## src/hw/rtl/iorb_pkg.sv

```systemverilog
// Shared constants, item types and helpers for the in-order release buffer
package iorb_pkg;

    localparam int MAX_SLOTS    = 32;
    localparam int PAYLOAD_BITS = 32;
    localparam int ID_W         = 6;
    localparam int SLOT_AW      = $clog2(MAX_SLOTS);
    localparam int PTR_W        = $clog2(MAX_SLOTS + 2);
    localparam int CMP_W        = (PTR_W > ID_W) ? PTR_W : ID_W;
    localparam int QDEPTH       = 2;
    localparam int QAW          = $clog2(QDEPTH);
    localparam int QCW          = $clog2(QDEPTH + 1);

    localparam logic [ID_W-1:0] LEN_RESET = ID_W'(32);

    typedef struct packed {
        logic [ID_W-1:0]         slot_id;
        logic [PAYLOAD_BITS-1:0] payload;
    } t_in_item;

    typedef struct packed {
        logic [PAYLOAD_BITS-1:0] released_payload;
        logic [ID_W-1:0]         released_slot;
        logic                    last_of_run;
    } t_out_item;

    typedef struct packed {
        logic [SLOT_AW-1:0]      idx;
        logic [PAYLOAD_BITS-1:0] payload;
    } t_job;

    typedef struct packed {
        logic valid;
        t_job job;
    } t_push;

    function automatic logic [CMP_W-1:0] active_len(input logic [ID_W-1:0] len);
        logic [CMP_W-1:0] ext;
        ext = CMP_W'(len);
        return (ext > CMP_W'(MAX_SLOTS)) ? CMP_W'(MAX_SLOTS) : ext;
    endfunction

endpackage

```

## src/hw/rtl/in_order_release_buffer_top.sv

```systemverilog
// The first result passes the front register, the job queue, the back end's check state,
// the slot RAM's registered read and the output register; then one release per cycle.
// busy stays high while the front register, the job queue or the back end holds work.
// The receiver cannot stall: each result is held for one cycle.
// Synchronous reset clears the filled bits, sets the release pointer to 1 and the
// length to 32; the payload RAM is not cleared.
module in_order_release_buffer_top (
    input  logic                        i_clk,
    input  logic                        i_rst_n,
    input  logic                        start,
    output logic                        busy,
    input  iorb_pkg::t_in_item          i_item,
    input  logic                        i_cfg_we,
    input  logic [iorb_pkg::ID_W-1:0]   i_cfg_wdata,
    output logic                        o_result_strobe,
    output iorb_pkg::t_out_item         o_result
);
    import iorb_pkg::*;

    logic [ID_W-1:0]  r_stream_length;
    logic [CMP_W-1:0] len;
    logic             accept;
    logic             front_busy, back_busy;
    logic             q_full, q_empty, q_pop;
    t_push            push;
    t_job             head;

    always_ff @(posedge i_clk) begin
        if (!i_rst_n) begin
            r_stream_length <= LEN_RESET;
        end else if (i_cfg_we) begin
            r_stream_length <= i_cfg_wdata;
        end
    end

    assign len    = active_len(r_stream_length);
    assign busy   = front_busy || !q_empty || back_busy;
    assign accept = start && !busy;

    iorb_front u_front (
        .i_clk    (i_clk),
        .i_rst_n  (i_rst_n),
        .i_accept (accept),
        .i_item   (i_item),
        .i_len    (len),
        .i_q_full (q_full),
        .o_push   (push),
        .o_busy   (front_busy)
    );

    iorb_queue u_queue (
        .i_clk   (i_clk),
        .i_rst_n (i_rst_n),
        .i_push  (push),
        .i_pop   (q_pop),
        .o_head  (head),
        .o_full  (q_full),
        .o_empty (q_empty)
    );

    iorb_back u_back (
        .i_clk           (i_clk),
        .i_rst_n         (i_rst_n),
        .i_len           (len),
        .i_empty         (q_empty),
        .i_head          (head),
        .o_pop           (q_pop),
        .o_busy          (back_busy),
        .o_result_strobe (o_result_strobe),
        .o_result        (o_result)
    );

endmodule

```

## src/hw/rtl/iorb_ram.sv

```systemverilog
// Generic single-write, single-read RAM with registered read data
module iorb_ram #(
    parameter int WIDTH = 32,
    parameter int DEPTH = 32
) (
    input  logic                     i_clk,
    input  logic                     i_we,
    input  logic [$clog2(DEPTH)-1:0] i_waddr,
    input  logic [WIDTH-1:0]         i_wdata,
    input  logic                     i_re,
    input  logic [$clog2(DEPTH)-1:0] i_raddr,
    output logic [WIDTH-1:0]         o_rdata
);

    logic [WIDTH-1:0] r_mem [DEPTH];
    logic [WIDTH-1:0] r_rdata;

    always_ff @(posedge i_clk) begin
        if (i_we) begin
            r_mem[i_waddr] <= i_wdata;
        end
        if (i_re) begin
            r_rdata <= r_mem[i_raddr];
        end
    end

    assign o_rdata = r_rdata;

endmodule

```

## src/hw/rtl/iorb_front.sv

```systemverilog
// Front end: register accepted items, drop out-of-range ids, push jobs to the queue
module iorb_front (
    input  logic                       i_clk,
    input  logic                       i_rst_n,
    input  logic                       i_accept,
    input  iorb_pkg::t_in_item         i_item,
    input  logic [iorb_pkg::CMP_W-1:0] i_len,
    input  logic                       i_q_full,
    output iorb_pkg::t_push            o_push,
    output logic                       o_busy
);
    import iorb_pkg::*;

    logic     r_valid, n_valid;
    t_in_item r_item;
    logic     in_range;

    always_comb begin
        in_range = (r_item.slot_id != '0) && (CMP_W'(r_item.slot_id) <= i_len);
        o_push.valid       = r_valid && in_range && !i_q_full;
        o_push.job.idx     = SLOT_AW'(r_item.slot_id - ID_W'(1));
        o_push.job.payload = r_item.payload;
        n_valid = r_valid;
        if (i_accept) begin
            n_valid = 1'b1;
        end else if (r_valid && (!in_range || !i_q_full)) begin
            n_valid = 1'b0;
        end
    end

    always_ff @(posedge i_clk) begin
        if (!i_rst_n) begin
            r_valid <= 1'b0;
        end else begin
            r_valid <= n_valid;
        end
    end

    always_ff @(posedge i_clk) begin
        if (i_accept) begin
            r_item <= i_item;
        end
    end

    assign o_busy = r_valid;

endmodule

```

## src/hw/rtl/iorb_queue.sv

```systemverilog
// Short job queue between front and back ends
module iorb_queue (
    input  logic            i_clk,
    input  logic            i_rst_n,
    input  iorb_pkg::t_push i_push,
    input  logic            i_pop,
    output iorb_pkg::t_job  o_head,
    output logic            o_full,
    output logic            o_empty
);
    import iorb_pkg::*;

    t_job             r_mem [QDEPTH];
    logic [QAW-1:0]   r_wp, n_wp;
    logic [QAW-1:0]   r_rp, n_rp;
    logic [QCW-1:0]   r_cnt, n_cnt;
    logic             do_push, do_pop;

    always_comb begin
        o_full  = (r_cnt == QCW'(QDEPTH));
        o_empty = (r_cnt == '0);
        do_push = i_push.valid && !o_full;
        do_pop  = i_pop && !o_empty;
        n_wp    = do_push ? QAW'(r_wp + QAW'(1)) : r_wp;
        n_rp    = do_pop ? QAW'(r_rp + QAW'(1)) : r_rp;
        n_cnt   = r_cnt;
        if (do_push && !do_pop) begin
            n_cnt = r_cnt + QCW'(1);
        end else if (!do_push && do_pop) begin
            n_cnt = r_cnt - QCW'(1);
        end
        o_head = r_mem[r_rp];
    end

    always_ff @(posedge i_clk) begin
        if (!i_rst_n) begin
            r_wp  <= '0;
            r_rp  <= '0;
            r_cnt <= '0;
        end else begin
            r_wp  <= n_wp;
            r_rp  <= n_rp;
            r_cnt <= n_cnt;
        end
    end

    always_ff @(posedge i_clk) begin
        if (do_push) begin
            r_mem[r_wp] <= i_push.job;
        end
    end

endmodule

```

## src/hw/rtl/iorb_back.sv

```systemverilog
// Back end: store jobs, track filled slots, release runs in slot order
module iorb_back (
    input  logic                       i_clk,
    input  logic                       i_rst_n,
    input  logic [iorb_pkg::CMP_W-1:0] i_len,
    input  logic                       i_empty,
    input  iorb_pkg::t_job             i_head,
    output logic                       o_pop,
    output logic                       o_busy,
    output logic                       o_result_strobe,
    output iorb_pkg::t_out_item        o_result
);
    import iorb_pkg::*;

    typedef enum logic [2:0] {
        S_IDLE  = 3'b001,
        S_CHECK = 3'b010,
        S_EMIT  = 3'b100
    } t_back_state;

    t_back_state              r_state, n_state;
    logic [PTR_W-1:0]         r_ptr, n_ptr;
    logic [MAX_SLOTS-1:0]     r_filled, n_filled;
    logic                     r_strobe, n_strobe;
    t_out_item                r_out, n_out;
    logic [PTR_W-1:0]         ptr_inc;
    logic [SLOT_AW-1:0]       cur_idx, nxt_idx;
    logic                     cur_ok, nxt_ok;
    logic                     ram_re;
    logic [SLOT_AW-1:0]       ram_raddr;
    logic [PAYLOAD_BITS-1:0]  ram_rdata;

    iorb_ram #(
        .WIDTH (PAYLOAD_BITS),
        .DEPTH (MAX_SLOTS)
    ) u_slot_ram (
        .i_clk   (i_clk),
        .i_we    (o_pop),
        .i_waddr (i_head.idx),
        .i_wdata (i_head.payload),
        .i_re    (ram_re),
        .i_raddr (ram_raddr),
        .o_rdata (ram_rdata)
    );

    always_comb begin
        ptr_inc  = r_ptr + PTR_W'(1);
        cur_idx  = SLOT_AW'(r_ptr - PTR_W'(1));
        nxt_idx  = r_ptr[SLOT_AW-1:0];
        cur_ok   = (CMP_W'(r_ptr) <= i_len) && r_filled[cur_idx];
        nxt_ok   = (CMP_W'(ptr_inc) <= i_len) && r_filled[nxt_idx];
        o_pop    = (r_state == S_IDLE) && !i_empty;
        o_busy   = (r_state != S_IDLE);

        n_state  = r_state;
        n_ptr    = r_ptr;
        n_filled = r_filled;
        n_strobe = 1'b0;
        n_out    = r_out;
        ram_re   = 1'b0;
        ram_raddr = cur_idx;

        unique case (r_state)
            S_IDLE: begin
                if (o_pop) begin
                    n_filled[i_head.idx] = 1'b1;
                    n_state = S_CHECK;
                end
            end
            S_CHECK: begin
                ram_re    = cur_ok;
                ram_raddr = cur_idx;
                n_state   = cur_ok ? S_EMIT : S_IDLE;
            end
            S_EMIT: begin
                ram_re    = nxt_ok;
                ram_raddr = nxt_idx;
                n_strobe  = 1'b1;
                n_out.released_payload = ram_rdata;
                n_out.released_slot    = ID_W'(r_ptr);
                n_out.last_of_run      = !nxt_ok;
                n_ptr     = ptr_inc;
                n_state   = nxt_ok ? S_EMIT : S_IDLE;
            end
            default: begin
                n_state = S_IDLE;
            end
        endcase
    end

    always_ff @(posedge i_clk) begin
        if (!i_rst_n) begin
            r_state  <= S_IDLE;
            r_ptr    <= PTR_W'(1);
            r_filled <= '0;
            r_strobe <= 1'b0;
        end else begin
            r_state  <= n_state;
            r_ptr    <= n_ptr;
            r_filled <= n_filled;
            r_strobe <= n_strobe;
        end
    end

    always_ff @(posedge i_clk) begin
        r_out <= n_out;
    end

    assign o_result_strobe = r_strobe;
    assign o_result        = r_out;

endmodule

```

## config.mk

```make
export PLATFORM = sky130hd
export DESIGN_NAME = in_order_release_buffer_top
export DESIGN_NICKNAME = d
export VERILOG_FILES = /design/src/hw/rtl/iorb_pkg.sv /design/src/hw/rtl/in_order_release_buffer_top.sv /design/src/hw/rtl/iorb_ram.sv /design/src/hw/rtl/iorb_front.sv /design/src/hw/rtl/iorb_queue.sv /design/src/hw/rtl/iorb_back.sv
export SDC_FILE = /design/constraint.sdc
export NUM_CORES = 2
export LEC_CHECK = 0
export ABC_AREA = 1
export BUFFER_PORTS_ARGS = -buffer_cell sky130_fd_sc_hd__buf_2
export CAP_MARGIN = 20
export CORE_MARGIN = 2
export CORE_UTILIZATION = 63
export DETAILED_ROUTE_END_ITERATION = 12
export PLACE_DENSITY = 0.84
export SLEW_MARGIN = 20
export SYNTH_ARGS = -nofsm -noshare
export SYNTH_HDL_FRONTEND = slang
export SYNTH_SLANG_ARGS = --single-unit
```

## constraint.sdc

```tcl
create_clock -name i_clk -period 4.2 [get_ports i_clk]
set_input_delay 0.84 -clock i_clk [delete_from_list [all_inputs] [get_ports i_clk]]
set_output_delay 0.84 -clock i_clk [all_outputs]
set_load 0.1 [all_outputs]
```

# Word-level counts from Yosys, hierarchy flattened
# Memories as Yosys holds them, arrays and structs flattened. A register that Yosys moved wholly into a read port is not among the register bits.
# Index checks and enable logic that the tools add are counted.
# W data, S select, Z words.
# word_totals
register_bits	130
ram_bits	1098
memories	2
# mem_list
memory	depth	word_bits	rd	rd_clocked_by_memory_dff	write_ports	line_no	rtl
u_back.u_slot_ram.r_mem	32	32	1	1	1	iorb_ram.sv:15	logic [WIDTH-1:0] r_mem [DEPTH];
u_queue.r_mem	2	37	1	1	1	iorb_queue.sv:13	t_job r_mem [QDEPTH];
# op_classes
addsub	7
n_lt_le_gt_ge	8
n_eq_ne	6
mux	24
n_bitwise	1
n_reduce_logical	28
# ops
op	n
$or A32 B32 Y32	1
$le A6 B6 Y1	3
$lt A5 B6 Y1 const B	3
$logic_and A1 B1 Y1	13
$mux W1	12
$bmux W1 S5	2
$sub A5 B1 Y5 const B	2
$mux W3	3
$pmux W3 S3	1
$logic_not A1 Y1	7
$add A6 B1 Y6 const B	1
$gt A6 B6 Y1 const B	1
$mux W6	1
$reduce_bool A6 Y1	1
$demux W1 S5	1
$ge A5 B1 Y1 const B	1
$mux W5	1
$mux W2	2
$reduce_bool A2 Y1	2
$eq A3 B1 Y1 const B	1
$eq A3 B2 Y1 const B	1
$eq A3 B3 Y1 const B	1
$logic_or A1 B1 Y1	3
$ne A3 B1 Y1 const B	1
8 further kinds	9

# Logic depth before layout (Yosys ltp)
# logic_depth
ltp_word	11
depth_mapped	19
depth_no_buf	19

# By module
# Synthesis repeated with hierarchy kept, for this count alone.
# hier_totals
cells_unflattened	4292
area_unflattened_um2	51683.3
# by_module_without_submodules
mod	n_inst	cells_each	area_each_um2
iorb_ram	1	3536	42726.0
iorb_back	1	431	3881.2
iorb_queue	1	153	3067.9
iorb_front	1	120	1705.4
in_order_release_buffer_top	1	52	302.8

# Least setup slack after synthesis
# No wires, ideal clock.
# synth_path
path_kind	register to register
start	register r_stream_length[2]
end	memory u_queue.r_mem[1][0] in the netlist's numbering, enable pin
setup_ps	433
arrival_time_ps	3287
required_ps	3767
slack_ps	480
path_stages_with_launch	15
n_path_buf	0
period_less_slack_ps	3720
cell_sequence	dfxtp_1 nor2_1 nand2_1 o21ai_0 nand2_1 ha_1 inv_1 nor2_1 o21ai_0 inv_1 o21ai_0 nand2_1 inv_1 o21ai_0 nor2_1
# synth_via
elab_chain_cells	9
# synth_lines
item	line_no	rtl
start: declaration	in_order_release_buffer_top.sv:20	logic [ID_W-1:0] r_stream_length;
start signal: assignment	in_order_release_buffer_top.sv:32	r_stream_length <= i_cfg_wdata;
$gt A6 B6 Y1	iorb_pkg.sv:40	return (ext > CMP_W'(MAX_SLOTS)) ? CMP_W'(MAX_SLOTS) : ext;
$mux W6 (*)	iorb_pkg.sv:40	
$le A6 B6 Y1 (*)	iorb_front.sv:19	in_range = (r_item.slot_id != '0) && (CMP_W'(r_item.slot_id) <= i_len);
$logic_and A1 B1 Y1 (*)	iorb_front.sv:19	
$logic_and A1 B1 Y1 (*) (2 in series)	iorb_front.sv:20	o_push.valid = r_valid && in_range && !i_q_full;
$logic_and A1 B1 Y1 (*)	iorb_queue.sv:22	do_push = i_push.valid && !o_full;
$mux W1 (*)	iorb_queue.sv:48	if (do_push) begin
$mux W1 (not written as such) (*)	iorb_queue.sv:49	r_mem[r_wp] <= i_push.job;
end: declaration	iorb_queue.sv:13	
# Every way passes the cells marked *; elsewhere a longest branch is shown, timed or not.

==> metrics <==
count of distinct cell types in the synthesized netlist 31; mapped cell area ~54000 um2; estimated wirelength of the detail-placed design roughly 75000 um; total internal power approximately 22000 uW; top_reg_cell synth sky130_fd_sc_hd__edfxtp_1; Die H just under 300 um; vias per cell ~6.3; maximum clock insertion buffer count 3; total clock buffers created by CTS between 100 and 150; DRC Markers 0; CP max stage delay between 0.9 and 1 ns; vias in the first global route between 30k and 40k; cell family with most CP delay simple AND/OR/NAND/NOR gates; count of synthesis-stage warnings from yosys 0; kind of start point of the critical path flop; aggregate negative setup slack 0 ns; total setup buffers inserted after CTS 0; IO buf count 88; Final period util 82.2%; Initial DRC Count approximately 6.5k; synthesized netlist cell count ~4.7k; most common cell in the synthesized netlist sky130_fd_sc_hd__edfxtp_1; worst vdd rail ir drop ~0.00074 V; Net Count, Synth 4742; Worst Clk Skew around 0.023 ns; Critical Path End Type flop; CP Data Required Time 4.59 ns; worst endpoint data arrival time around 3.8 ns; Comb pwr share under 10%; total die area between 80000 and 90000 um2; fin. max-slew vios 0; overall via count from detail_route roughly 38k; top post-synthesis cells by count 1207 x sky130_fd_sc_hd__edfxtp_1, 988 x sky130_fd_sc_hd__nand2_1, 960 x sky130_fd_sc_hd__nand3_1; maximum level of the CTS H-tree 3; WS Path Type flop to flop; Die X 296 um; Filler Cells Inserted 5394; effective utilization at floorplan 63.4%; antenna violations before repair 6; clock edge transition at the registers on the reported setup and hold paths roughly 0.060 ns; Worst-Skew Late Latency 0.70 ns; switching share of total power between 20% and 30%; largest area contributor in the synthesized netlist sky130_fd_sc_hd__edfxtp_1; Layout Cell Area excl Fill ~59000 um2; DP Area 55700 um2; Final Routed Wirelength 146000 um; number of maximum-capacitance constraint violations 0; final routed wire length divided by cell count roughly 25 um; synthesis-to-layout area growth 10.2%; clock tree from TritonCTS built; achievable clock frequency between 0.2 and 0.3 GHz; master cell of the clock root buffer sky130_fd_sc_hd__clkbuf_16; post-synthesis average cell area 11.5 um2; proportion of synthesized chip area in sequential cells between 60% and 70%; routability cong. 0.887; Std-Cell Rows between 100 and 150; maximum fanout along the worst path 21; overflow left after global routing 0; sum of buffers and inverters on the critical path 4; cell area power density around 480 nW/um2; CTS Hold Bufs 0; Tightest Hold Check Type primary input to flop; Slew HR between 20 and 25%; critical path's slowest cell sky130_fd_sc_hd__nor2_4; worst-margin pin slew 1.16 ns; Finish-stage setup viols 0; power share of the sequential group roughly 55%; drt pass-1 iters 6; post-cts resize count 0; number of enable flip-flop cells after synthesis 1207; antenna violation net count after detailed routing 0; first-pass GRT wire length around 220000 um; fraction of registers with async set/reset 0%; largest cells by area after synthesis sky130_fd_sc_hd__edfxtp_1 67%, sky130_fd_sc_hd__nand3_1 8.9%, sky130_fd_sc_hd__nand2_1 6.9%, sky130_fd_sc_hd__nand3b_1 5.8%, sky130_fd_sc_hd__inv_1 3.3%; count of boundary I/O pins 89; unrepaired setup endpoints after global routing no; share of power burned in the clock network 36.0%; result of the run finished, final reports clean; maximum number of pins on one net before global-route repair between 150 and 200; count of nets after finishing approximately 4.7k; min cycle time layout 3.45 ns; final hold violation count 0; core box area about 85000 um2; ratio of cells with drive above 1 in the final layout 8.85%; Clock Sinks 1261; ordered list of cells on the worst path buf_4 > nand2_1 > o21ai_0 > inv_1 > nor2_1 > inv_1 > nor2_4 > buf_4; leakage power total 0.0226 uW; proportion of netlist area held by the largest area contributor between 60% and 70%; Yosys reg bits about 1.3k; net switching power figure around 7000 uW; global routing usage summed across all routing layers 33.5%
## logic make-up (layout without fill, tap and decap cells)
group / count (synthesis) / count (layout) / share of synthesized area [%]
compound gates: 52 / 52 / 0.527
xor+xnor: 8 / 8 / 0.130
fa+ha+maj: 23 / 23 / 0.534
buf+inv: 776 / 882 / 6.09
flops: 1261 / 1261 / 69.3
mux: 33 / 33 / 0.690
other cells: 0 / 4 / 0
simple gates: 2518 / 2518 / 22.8
## metrics by stage
step	total power [uW]	hold WS [ns]	utilization, %	worst slack, ns	std cells
2_1_floorplan	17200	0.400	-	0.480	4671
3_3_place_gp	18300	0.424	65.5	0.976	5701
3_5_place_dp	18400	0.429	65.5	0.862	5701
4_1_cts	28500	0.271	69.8	0.831	5921
5_1_grt	29200	0.276	69.8	0.569	5921
6_report	28500	0.309	69.8	0.749	5925
## power groups by stage
stage                     registers, uW  clock network (uW)  logic, uW
after global routing              15600               10700       2790
after floorplan                   15800                   0       1440
final                             15600               10200       2630
after detailed placement          15900                   0       2560
after global placement            15800                   0       2460
after CTS                         15600               10300       2580
## flip-flops by register name, summed over array words and instances (netlist names), 2 cells and up, named ones only
name,count
u_back.u_slot_ram.r_mem,1024
u_queue.r_mem,74
u_back.o_result,39
u_back.r_filled,32
u_back.u_slot_ram.o_rdata,32
u_front.o_push,32
r_stream_length,6
u_back.r_ptr,6
u_front.r_item,6
u_back.r_state,3
u_queue.r_cnt,2
## cells in the final DEF (no fill, tap or decap), types with 5 or more instances in the layout
cell / count
sky130_fd_sc_hd__nor2_1: 107
sky130_fd_sc_hd__bufinv_16: 5
sky130_fd_sc_hd__nor3_1: 7
sky130_fd_sc_hd__dfxtp_1: 53
sky130_fd_sc_hd__ha_1: 23
sky130_fd_sc_hd__mux2_2: 33
sky130_fd_sc_hd__o21ai_0: 26
sky130_fd_sc_hd__buf_2: 88
sky130_fd_sc_hd__a21oi_1: 18
sky130_fd_sc_hd__nand2_1: 987
sky130_fd_sc_hd__nand3_1: 959
sky130_fd_sc_hd__clkbuf_16: 122
sky130_fd_sc_hd__nor2_4: 34
sky130_fd_sc_hd__buf_4: 62
sky130_fd_sc_hd__inv_1: 475
sky130_fd_sc_hd__clkinv_1: 24
sky130_fd_sc_hd__buf_12: 31
sky130_fd_sc_hd__clkbuf_1: 39
sky130_fd_sc_hd__xor2_1: 7
sky130_fd_sc_hd__edfxtp_1: 1207
sky130_fd_sc_hd__clkinv_2: 18
sky130_fd_sc_hd__nand3b_1: 416
## final timing paths
kind	start	to	slack (ns)	cells past startpoint
max	flop	u_back.u_slot_ram.r_mem[17][29]	0.75	8
min	i_item[25]	u_front.o_push[25]	0.31	1
max reg2reg	flop	u_back.u_slot_ram.r_mem[17][29]	0.75	8
min reg2reg	u_front.o_push[22]	u_queue.r_mem[0][22]	0.44	0
## layout make-up
class / instances / area (um2) / area share, %
Multi-Input combinational cell: 2634 / 13600 / 22.9
Timing Repair Buffer: 181 / 1530 / 2.57
Antenna cell: 4 / 10.0 / 0.0169
Sequential cell: 1261 / 37300 / 62.9
Clock buffer: 165 / 3250 / 5.48
Inverter: 481 / 1820 / 3.07
Clock inverter: 55 / 414 / 0.698
Tap cell: 1144 / 1430 / 2.41
## worst register-to-register path: stages, from the launching register on
cell and delay, ns:
sky130_fd_sc_hd__dfxtp_2 0.63, sky130_fd_sc_hd__buf_4 0.37, sky130_fd_sc_hd__nand2_1 0.09, sky130_fd_sc_hd__o21ai_0 0.21
sky130_fd_sc_hd__inv_1 0.19, sky130_fd_sc_hd__nor2_1 0.14, sky130_fd_sc_hd__inv_1 0.17, sky130_fd_sc_hd__nor2_4 0.94
sky130_fd_sc_hd__buf_4 0.39
## metal layers
layer / up-vias / wire length, um / share of wire, % / track usage, %
li1: 16100 / - / - / -
met1: 17800 / 50000 / 34 / 44.4
met2: 3054 / 66100 / 45 / 51.3
met3: 595 / 21600 / 15 / 8.54
met4: 4 / 8730 / 6.0 / 18.2
met5: - / 33 / 0.023 / 0
Note: power is estimated with default switching activity, not from simulation.
